[config.mk]
export PLATFORM = sky130hd
export DESIGN_NAME = rmth_ctrl
export DESIGN_NICKNAME = d
export VERILOG_FILES = /design/src/rmth_pkg.sv /design/src/rmth_ctrl.sv
export SDC_FILE = /design/constraint.sdc
export NUM_CORES = 1
export LEC_CHECK = 0
export ABC_CLOCK_PERIOD_IN_PS = 8260
export BUFFER_PORTS_ARGS = -buffer_cell sky130_fd_sc_hd__clkbuf_2
export CAP_MARGIN = 20
export CORE_MARGIN = 3
export CORE_UTILIZATION = 54
export CTS_BUF_LIST = sky130_fd_sc_hd__clkbuf_2
export CTS_CLUSTER_SIZE = 28
export DETAILED_ROUTE_END_ITERATION = 7
export PLACE_DENSITY_LB_ADDON = 0.15
export SKIP_LAST_GASP = 1
export SYNTH_ARGS = -nofsm -noshare
export SYNTH_HDL_FRONTEND = slang
export SYNTH_SLANG_ARGS = --single-unit
[constraint.sdc]
create_clock -name clk -period 8.26 [get_ports clk]
set_clock_uncertainty 0.15 [all_clocks]
set_input_delay 1.652 -clock clk [delete_from_list [all_inputs] [get_ports clk]]
set_output_delay 1.652 -clock clk [all_outputs]
set_load 0.05 [all_outputs]
[src/rmth_pkg.sv]
// Shared types for the running median block.
`timescale 1ns / 1ps
package rmth_pkg;

	// Operation the controller asks of the datapath.
	typedef enum logic [2:0] {
		OP_NONE,
		OP_LOAD,
		OP_PUSH_LO,
		OP_PUSH_UP,
		OP_REPL_LO,
		OP_REPL_UP
	} op_t;

	typedef struct packed {
		logic start;
		op_t  op;
		logic clear;
	} dp_cmd_t;

	typedef struct packed {
		logic busy;
		logic done;
	} dp_sts_t;

endpackage

[src/rmth_ctrl.sv]
// Controller: picks heap operations for each sample and hands out the result word.
`timescale 1ns / 1ps
module rmth_ctrl #(
	parameter int CAPACITY = 1024,
	parameter int SAMPLE_WIDTH = 20
) (
	input  logic                  clk,
	input  logic                  arst_n,
	input  logic                  in_valid,
	output logic                  in_ready,
	input  logic                  in_new,
	input  logic [SAMPLE_WIDTH-1:0] x,
	input  logic [$clog2(CAPACITY+1)-1:0] lo_size,
	input  logic [$clog2(CAPACITY+1)-1:0] up_size,
	input  logic [SAMPLE_WIDTH-1:0] lo_top,
	input  logic [SAMPLE_WIDTH-1:0] up_top,
	input  rmth_pkg::dp_sts_t     sts,
	output rmth_pkg::dp_cmd_t     cmd,
	output logic                  out_valid,
	input  logic                  out_ready,
	output logic                  res_load,
	output logic                  ovf_q
);
	import rmth_pkg::*;

	typedef enum logic [2:0] {ST_IDLE, ST_DECIDE, ST_OP1, ST_OP2, ST_WAIT2, ST_OUT} state_t;
	localparam int CW = $clog2(CAPACITY+1);

	state_t state_q;
	op_t    second_q;
	logic   out_valid_q;
	logic   fresh_q;
	logic [CW-1:0] lo_n, up_n;
	logic [CW:0] total;

	// A new stream empties the heaps at the end of the decide cycle, so the
	// decision already treats both heaps as empty.
	assign lo_n = fresh_q ? '0 : lo_size;
	assign up_n = fresh_q ? '0 : up_size;
	assign total = {1'b0, lo_n} + {1'b0, up_n};
	assign in_ready = (state_q == ST_IDLE);
	assign out_valid = out_valid_q;
	assign res_load = (state_q == ST_OUT) && (!out_valid_q || out_ready);

	always_ff @(posedge clk or negedge arst_n) begin
		if (!arst_n) begin
			state_q <= ST_IDLE;
			second_q <= OP_NONE;
			out_valid_q <= 1'b0;
			ovf_q <= 1'b0;
			fresh_q <= 1'b0;
			cmd <= '0;
		end else begin
			cmd.start <= (state_q == ST_DECIDE) ||
				(state_q == ST_OP1 && sts.done && second_q != OP_NONE);
			cmd.clear <= (state_q == ST_IDLE) && in_valid && in_new;
			if (res_load)
				out_valid_q <= 1'b1;
			else if (out_valid_q && out_ready)
				out_valid_q <= 1'b0;
			unique case (state_q)
				ST_IDLE: begin
					if (in_valid) begin
						fresh_q <= in_new;
						state_q <= ST_DECIDE;
					end
				end
				ST_DECIDE: begin
					if (total >= (CW+1)'(CAPACITY)) begin
						ovf_q <= 1'b1;
						cmd.op <= OP_NONE;
						second_q <= OP_NONE;
					end else begin
						ovf_q <= 1'b0;
						if (lo_n == '0) begin
							cmd.op <= OP_PUSH_LO;
							second_q <= OP_NONE;
						end else if (lo_n > up_n) begin
							if (x < lo_top) begin
								cmd.op <= OP_REPL_LO;
								second_q <= OP_PUSH_UP;
							end else begin
								cmd.op <= OP_PUSH_UP;
								second_q <= OP_NONE;
							end
						end else if (x < lo_top || up_n == '0 || x <= up_top) begin
							cmd.op <= OP_PUSH_LO;
							second_q <= OP_NONE;
						end else begin
							cmd.op <= OP_REPL_UP;
							second_q <= OP_PUSH_LO;
						end
					end
					state_q <= ST_OP1;
				end
				ST_OP1: begin
					if (sts.done) begin
						if (second_q != OP_NONE) begin
							cmd.op <= second_q;
							state_q <= ST_WAIT2;
						end else begin
							state_q <= ST_OUT;
						end
					end
				end
				ST_WAIT2: state_q <= ST_OP2;
				ST_OP2: if (sts.done) state_q <= ST_OUT;
				ST_OUT: begin
					if (res_load)
						state_q <= ST_IDLE;
				end
				default: state_q <= ST_IDLE;
			endcase
		end
	end
endmodule

# [Word-level counts from Yosys, hierarchy flattened]
# Index checks and enable logic that the tools add are counted.
[classes] magnitude_cmp=4 n_mux=24 n_eq_ne=10 add_sub_neg=1 reduce_logical=20
[ops] cell="$mux 3" count=14
[ops] cell="$logic_not 11->1" count=2
[ops] cell="$mux 11" count=2
[ops] cell="$le 20x20->1" count=1
[ops] cell="$lt 20x20->1" count=1
[ops] cell="$pmux 3 s6" count=1
[ops] cell="$add 11x11->12" count=1
[ops] cell="$ge 12x11->1 const B" count=1
[ops] cell="$gt 11x11->1" count=1
[ops] cell="$ne 2x2->1 const B" count=4
[ops] cell="$eq 3x2->1 const B" count=2
[ops] cell="$eq 3x3->1 const B" count=2
[ops] cell="$logic_and 1x1->1" count=6
[ops] cell="$pmux 3 s2" count=1
[ops] cell="$logic_or 1x1->1" count=4
[ops] cell="$mux 1" count=4
[ops] cell="$mux 2" count=2
[ops] cell="$reduce_and 4->1" count=1
[ops] cell="$reduce_bool 2->1" count=2
[ops] cell="$eq 3x1->1 const B" count=1
[ops] cell="$logic_not 3->1" count=1
[ops] cell="$reduce_and 3->1" count=1
[ops] cell="$reduce_bool 3->1" count=1
[ops] cell="$ne 2x1->1 const B" count=1
[ops] cell="2 further kinds" count=2
[totals] inputBits=89 reg_bits=14

# [Depth between registers and ports, before layout]
# Gate-level depths: netlist of the first run.
[logic_depth] ltp_word=9 depth_mapped=13 ltp_nobuf=12

# [Worst setup path after synthesis of the first run]
# OpenSTA, ideal clock, no wires.
[synth_path] path_kind="input port to output port" from="in out_ready" to="out res_load" required_time_ns=6.458 t_arrival_ns=2.254 path_slack_ns=4.204 cell_stages=2 cell_sequence="nand2b_1 -> and3_1"
[synth_between] elab_chain_len=2
[synth_rtl] element="start, declared" line_no="rmth_ctrl.sv:20" rtl="input logic out_ready,"
[synth_rtl] element="$logic_or 1x1->1" line_no="rmth_ctrl.sv:43" rtl="assign res_load = (state_q == ST_OUT) && (!out_valid_q || out_ready);"
[synth_rtl] element="$logic_and 1x1->1" line_no="rmth_ctrl.sv:43"
[synth_rtl] element="end, declared" line_no="rmth_ctrl.sv:21" rtl="output logic res_load,"
# No other way between the ends.

# [Worst setup path after layout of the first run]
# Same ends and word-level chain as after synthesis.

==> impl_metrics.csv, run 1 <==
group,metric,value,unit
status,outcome,"complete, no violations",
setup_path,timing.critical_path.mode_cell,"clkbuf_2",
synth,synth-edff-count,0,
detailed_routing,routed-via-count,2387,
floorplan,die_h,71.72,µm
floorplan,ioPinCount,98,
global_route,grt_start_max_net_pins,26,
setup_path,crit_fanout,4,
setup_path,end_kind,"primary output",
placement,io_buffers,96,
setup_path,reg2reg_depth,9,
global_route,grt_pass1_vias,2288,
sta,timing.final.ws_setup,4.121,ns
setup_path,crit_type,"in -> out",
global_route,grt_pass1_wl,9032,µm
synth,ys.flop_type,"dfrtp_1",
synth,ys_seq_elements,13,
clock_tree,ctsRootBufferMaster,"clkbuf_2",
synth,netlist_area,2332,µm²
setup_path,crit_slowest_cell,"clkbuf_2",
global_route,grtUsageTotal,20.57,%
placement,dp.cells,453,
final_layout,post-route-cell-area,2880,µm²
clock_tree,cts_resized,0,
setup_path,critPathLaunchType,"primary input",
run,drv_cap,0,
synth,syn-num-nets,462,
floorplan,die_area,5144,µm²
setup_path,cpPeakStageDelay,0.23,ns
sta,worst_pin_slew,0.6230,ns
synth,synthArstFlopShare,100.0,%
clock_tree,htree_num_levels,1,
synth,yosysTopAreaCellShare,32.73,%
hold_path,whs_path_depth,2,
global_route,overflow,0,
global_route,antenna_found_initial,0,
sta,min_period,4.139,ns
setup_path,r2r_start,"fresh_q",
clock_tree,clock-sinks,13,
synth,synth.area.top_cells,"ha_1 33%, dfrtp_1 14%, inv_1 9.3%",
sta,period_share,50.11,%
sta,finalHoldViolCount,0,
final_layout,area_growth,23.50,%
floorplan,rows,23,
clock_tree,cts_setup_buffers,0,
detailed_routing,drtIter0Drc,102,
synth,ys_seq_area_share,13.95,%
hold_path,worstHoldPathType,"reg -> reg",
floorplan,chipWidth,71.72,µm
final_layout,fin_nets,559,
detailed_routing,drcViolationCount,0,
setup_path,r2r_slack,5.34,ns
detailed_routing,first_pass_iters,4,
clock_tree,clock_latency,0.26,ns
final_layout,diodes,0,
sta,finalMaxSlewViolations,0,
final_layout,drive_gt1_share,25.06,%
synth,yosysTopAreaCell,"ha_1",
sta,timing.slew.headroom,58.47,%
sta,setup_tns,0,ns
setup_path,crit_end,"res_load",
synth,yosys_warnings,0,
placement,place_area,2860,µm²
detailed_routing,vias_per_cell,5.223,
detailed_routing,wirelength,5055,µm
sta,setup_viol,0,
setup_path,critPathRequiredTime,6.46,ns
placement,dp_hpwl,4610,µm
clock_tree,clockBufferDepth,2,
synth,syn_inst,311,
setup_path,worstPathCellList,"clkbuf_2 -> nand2b_1 -> and3_1 -> clkbuf_2",
sta,fmax,241.6,MHz
clock_tree,cts_tree,"built",
clock_tree,cts_hold_buf,0,
placement,place.gp.congestion,0.8252,
setup_path,crit_start,"out_ready",
clock_tree,clkTransAtPathRegs,0.11,ns
detailed_routing,routedWlPerCell,11.06,µm
power_and_ir_drop,finalPower,0.5266,mW
floorplan,core,4086,µm²
power_and_ir_drop,power_density,182.8,nW/µm²
clock_tree,numCtsBuffers,3,
setup_path,r2r_end,"cmd[2]",
sta,rsz0062_at_grt,"false",
synth,netlist-cell-type-count,38,
power_and_ir_drop,peakVddDrop,0.1156,mV
setup_path,cp.arrival,2.34,ns
placement,pre_cts_slack,4.124,ns
floorplan,initial_utilization,57.07,%
final_layout,final_cells,457,
power_and_ir_drop,leakage,1.709,nW
synth,avgSynthCellArea,7.499,µm²
detailed_routing,drtAntennaViolNets,0,
==> stage by stage <==
stage / hold slack, ns / utilization, %
after floorplan: 0.3468 / -
after global placement: 0.3419 / 69.99
after global routing: 0.3978 / 70.48
after detailed placement: 0.3460 / 69.99
final: 0.3669 / 70.48
after CTS: 0.3738 / 70.48
==> state kept, by name (all words and copies together) (netlist names) <==
signal     cells
cmd            5
out_valid      1
second_q       2
fresh_q        1
ovf_q          1
state_q        3
==> synthesized netlist by cell type (all sizes together) (6+ instances only) <==
master / n
inv: 58
nor3: 6
o21ai: 17
nand4: 7
nor2b: 17
nand2b: 14
nand2: 24
nor2: 16
nor4: 6
a21oi: 20
ha: 61
dfrtp: 13
==> cell usage in the layout, fill, tap and decap left out, types with 5 or more instances in the layout <==
cell,count
a21oi_1,20
o21a_1,5
nand2_1,24
nor4_1,6
a211oi_1,5
inv_1,58
clkbuf_2,100
nor2b_1,17
a21o_1,5
nor3_1,6
nand2b_1,14
nor2_1,16
dfrtp_1,13
o21ai_0,16
ha_1,61
nand4_1,7
==> where the power goes <==
group / total (mW) / switching (mW) / internal (mW)
combinational: 0.367 / 0.218 / 0.149
clock: 0.0322 / 0.0193 / 0.0128
sequential: 0.127 / 0.0378 / 0.0896
==> layout make-up <==
class,instances,area [µm²]
Timing Repair Buffer,96,480.5
Fill cell,370,1206
Multi-Input combinational cell,236,1774
Sequential cell,13,325.3
Clock buffer,4,20.02
Tap cell,50,62.56
Inverter,58,217.7
==> critical path, delay by kind of cell <==
family | cells | cell delay, ns
buffers and inverters | 2 | 0.30
and+or+nand+nor | 2 | 0.38
==> how the worst min path moves through the flow <==
stage | start | slack, ns | to
detailed placement | ovf_q | 0.35 | ovf_q
finish | ovf_q | 0.37 | ovf_q
global placement | ovf_q | 0.34 | ovf_q
global route | ovf_q | 0.40 | ovf_q
CTS | ovf_q | 0.37 | ovf_q
floorplan | second_q[0] | 0.35 | second_q[0]
==> cell families after synthesis <==
kind of cell / Yosys count / synth area share [%]
and+or+nand+nor: 104 / 23.71
AOI/OAI and AO/OA: 70 / 18.78
DFF: 13 / 13.95
buffers and inverters: 62 / 9.978
adders and majority gates: 62 / 33.58
==> metal layers <==
metal | routed length (µm) | GRT usage [%] | vias to the layer above
met3 | 319 | 1.543 | 2
li1 | - | - | 1272
met1 | 2338 | 26.30 | 1039
met2 | 2377 | 38.16 | 74
met4 | 19 | 3.132 | 0
met5 | 0 | 0 | -
Power figures use the tool's default switching activity.
==> inputs of run 2 (changes only) <==
--- a/config.mk
+++ b/config.mk
@@ -5,11 +5,11 @@
 export SDC_FILE = /design/constraint.sdc
 export NUM_CORES = 1
 export LEC_CHECK = 0
-export ABC_CLOCK_PERIOD_IN_PS = 8260
+export ABC_CLOCK_PERIOD_IN_PS = 4100
 export BUFFER_PORTS_ARGS = -buffer_cell sky130_fd_sc_hd__clkbuf_2
 export CAP_MARGIN = 20
 export CORE_MARGIN = 3
-export CORE_UTILIZATION = 54
+export CORE_UTILIZATION = 50
 export CTS_BUF_LIST = sky130_fd_sc_hd__clkbuf_2
 export CTS_CLUSTER_SIZE = 28
 export DETAILED_ROUTE_END_ITERATION = 7
==> constraint.sdc (replaced) <==
create_clock -name clk -period 4.1 [get_ports clk]
set_clock_uncertainty 0.15 [all_clocks]
set_input_delay 0.82 -clock clk [delete_from_list [all_inputs] [get_ports clk]]
set_output_delay 0.82 -clock clk [all_outputs]
set_load 0.05 [all_outputs]
==> impl_metrics.csv, run 2 (synthesized netlist as in run 1, its figures left out) <==
group,metric,value,unit
status,outcome,"complete, no violations",
power_and_ir_drop,leakage,1.709,nW
sta,finalMaxSlewViolations,0,
clock_tree,cts_hold_buf,0,
final_layout,reg_top3,"cmd: 5 flops, state_q: 3 flops, second_q: 2 flops",
power_and_ir_drop,peakVddDrop,0.2116,mV
placement,place.gp.congestion,0.8556,
sta,setup_tns,0,ns
final_layout,post-route-cell-area,2883,µm²
clock_tree,cts_resized,0,
setup_path,cpPeakStageDelay,0.78,ns
clock_tree,htree_num_levels,1,
final_layout,drive_gt1_share,25.06,%
detailed_routing,routed-via-count,2379,
clock_tree,ctsRootBufferMaster,"clkbuf_2",
final_layout,area_growth,23.60,%
power_and_ir_drop,power_density,371.6,nW/µm²
setup_path,end_kind,"flop",
sta,worst_pin_slew,0.6511,ns
sta,period_share,73.98,%
hold_path,worstHoldPathType,"in -> async",
global_route,grt_pass1_wl,8956,µm
floorplan,rows,24,
final_layout,diodes,0,
clock_tree,numCtsBuffers,3,
final_layout,multi_input_area,1774,µm²
detailed_routing,drtIter0Drc,43,
clock_tree,cts_setup_buffers,0,
sta,fmax,329.7,MHz
global_route,grtUsageTotal,19.99,%
final_layout,post-route-util,65.31,%
placement,place_area,2863,µm²
global_route,antenna_found_initial,0,
placement,dp_hpwl,4776,µm
run,drv_cap,0,
floorplan,ioPinCount,98,
clock_tree,clockBufferDepth,2,
floorplan,die_h,74.30,µm
final_layout,regMostFlops,"cmd",
power_and_ir_drop,finalPower,1.071,mW
global_route,grt_start_max_net_pins,26,
setup_path,critPathRequiredTime,4.15,ns
detailed_routing,drcViolationCount,0,
setup_path,critPathBufInv,0,
detailed_routing,drtAntennaViolNets,0,
setup_path,critPathLaunchType,"flop",
clock_tree,clock-sinks,13,
global_route,overflow,0,
sta,setup_viol,0,
setup_path,crit_fanout,25,
placement,io_buffers,96,
sta,hold_ws,0.2550,ns
clock_tree,clock_latency,0.28,ns
floorplan,chipWidth,74.30,µm
final_layout,layout_common_cells,"100 x clkbuf_2, 61 x ha_1, 58 x inv_1, 24 x nand2_1, 20 x a21oi_1",
final_layout,fillers,403,
sta,min_period,3.033,ns
detailed_routing,first_pass_iters,4,
setup_path,cp.arrival,3.08,ns
sta,finalHoldViolCount,0,
detailed_routing,routedWlPerCell,11.53,µm
global_route,grt_pass1_vias,2276,
final_layout,largest_reg_flops,5,
floorplan,die_area,5520,µm²
floorplan,core,4414,µm²
sta,rsz0062_at_grt,"false",
clock_tree,cts_tree,"built",
clock_tree,clkTransAtPathRegs,0.13,ns
sta,timing.slew.headroom,56.59,%
final_layout,final_common_cell,"clkbuf_2",
setup_path,worstPathCellList,"nor2b_1 -> ha_1 -> or3_1 -> nor4_1 -> nand4_1 -> o22ai_1 -> and2_1 -> nand2_1 -> o21ai_0",
floorplan,initial_utilization,52.83,%
detailed_routing,wirelength,5293,µm
setup_path,crit_type,"reg -> reg",
setup_path,crit_slowest_cell,"dfrtp_1",
final_layout,seqCellArea,325.3,µm²
final_layout,fin_nets,559,
setup_path,critPathTopFamily,"simple AND/OR/NAND/NOR gates",
detailed_routing,vias_per_cell,5.183,
==> run 2: cell counts in the layout (fill, tap and decap cells not counted) <==
No cell type changed its count.
==> run 2: path summary, 6_finish.rpt <==
path                       slack, ns  depth (start not counted)  startpoint         end
setup / recovery                1.07                          9     fresh_q      cmd[1]
hold / removal                  0.25                          1      arst_n  state_q[2]
setup reg to reg                1.07                          9     fresh_q      cmd[1]
hold reg to reg                 0.37                          2       ovf_q       ovf_q
max in group asynchronous       3.30                          1      arst_n     fresh_q
min in group clk                0.37                          2       ovf_q       ovf_q
==> run 2: cell type report <==
| cell class | count | share of cell area, % |
|---|---|---|
| clock buffer | 4 | 0.6944 |
| multi-input combinational | 236 | 61.55 |
| inverter | 58 | 7.552 |
| sequential | 13 | 11.28 |
| timing repair buffer | 96 | 16.67 |
| tap | 52 | 2.257 |
==> run 2: worst reg2reg max path, stage by stage, from the launching register on <==
cell and delay, ns:
dfrtp_1 0.78, nor2b_1 0.16, ha_1 0.38, or3_1 0.43
nor4_1 0.22, nand4_1 0.13, o22ai_1 0.22, and2_1 0.21
nand2_1 0.11, o21ai_0 0.17
==> run 2: routing by layer <==
metal / global-route usage [%] / vias to the layer above / wire length (µm)
li1: - / 1272 / -
met1: 24.61 / 1040 / 2309
met2: 37.40 / 62 / 2613
met3: 1.892 / 5 / 328
met4: 4.545 / 0 / 41
met5: 0 / - / 0
==> run 2: per-stage QoR <==
step	instances	worst slack [ns]
after floorplan	311	1.312
after global placement	455	1.048
after detailed placement	455	0.9843
after CTS	459	1.108
after global routing	459	0.7774
final	459	1.067
==> run 2: where the power goes <==
group / switching, mW / internal, mW / total, mW
clock: 0.0416 / 0.0259 / 0.0675
combinational: 0.446 / 0.300 / 0.746
sequential: 0.0776 / 0.181 / 0.258
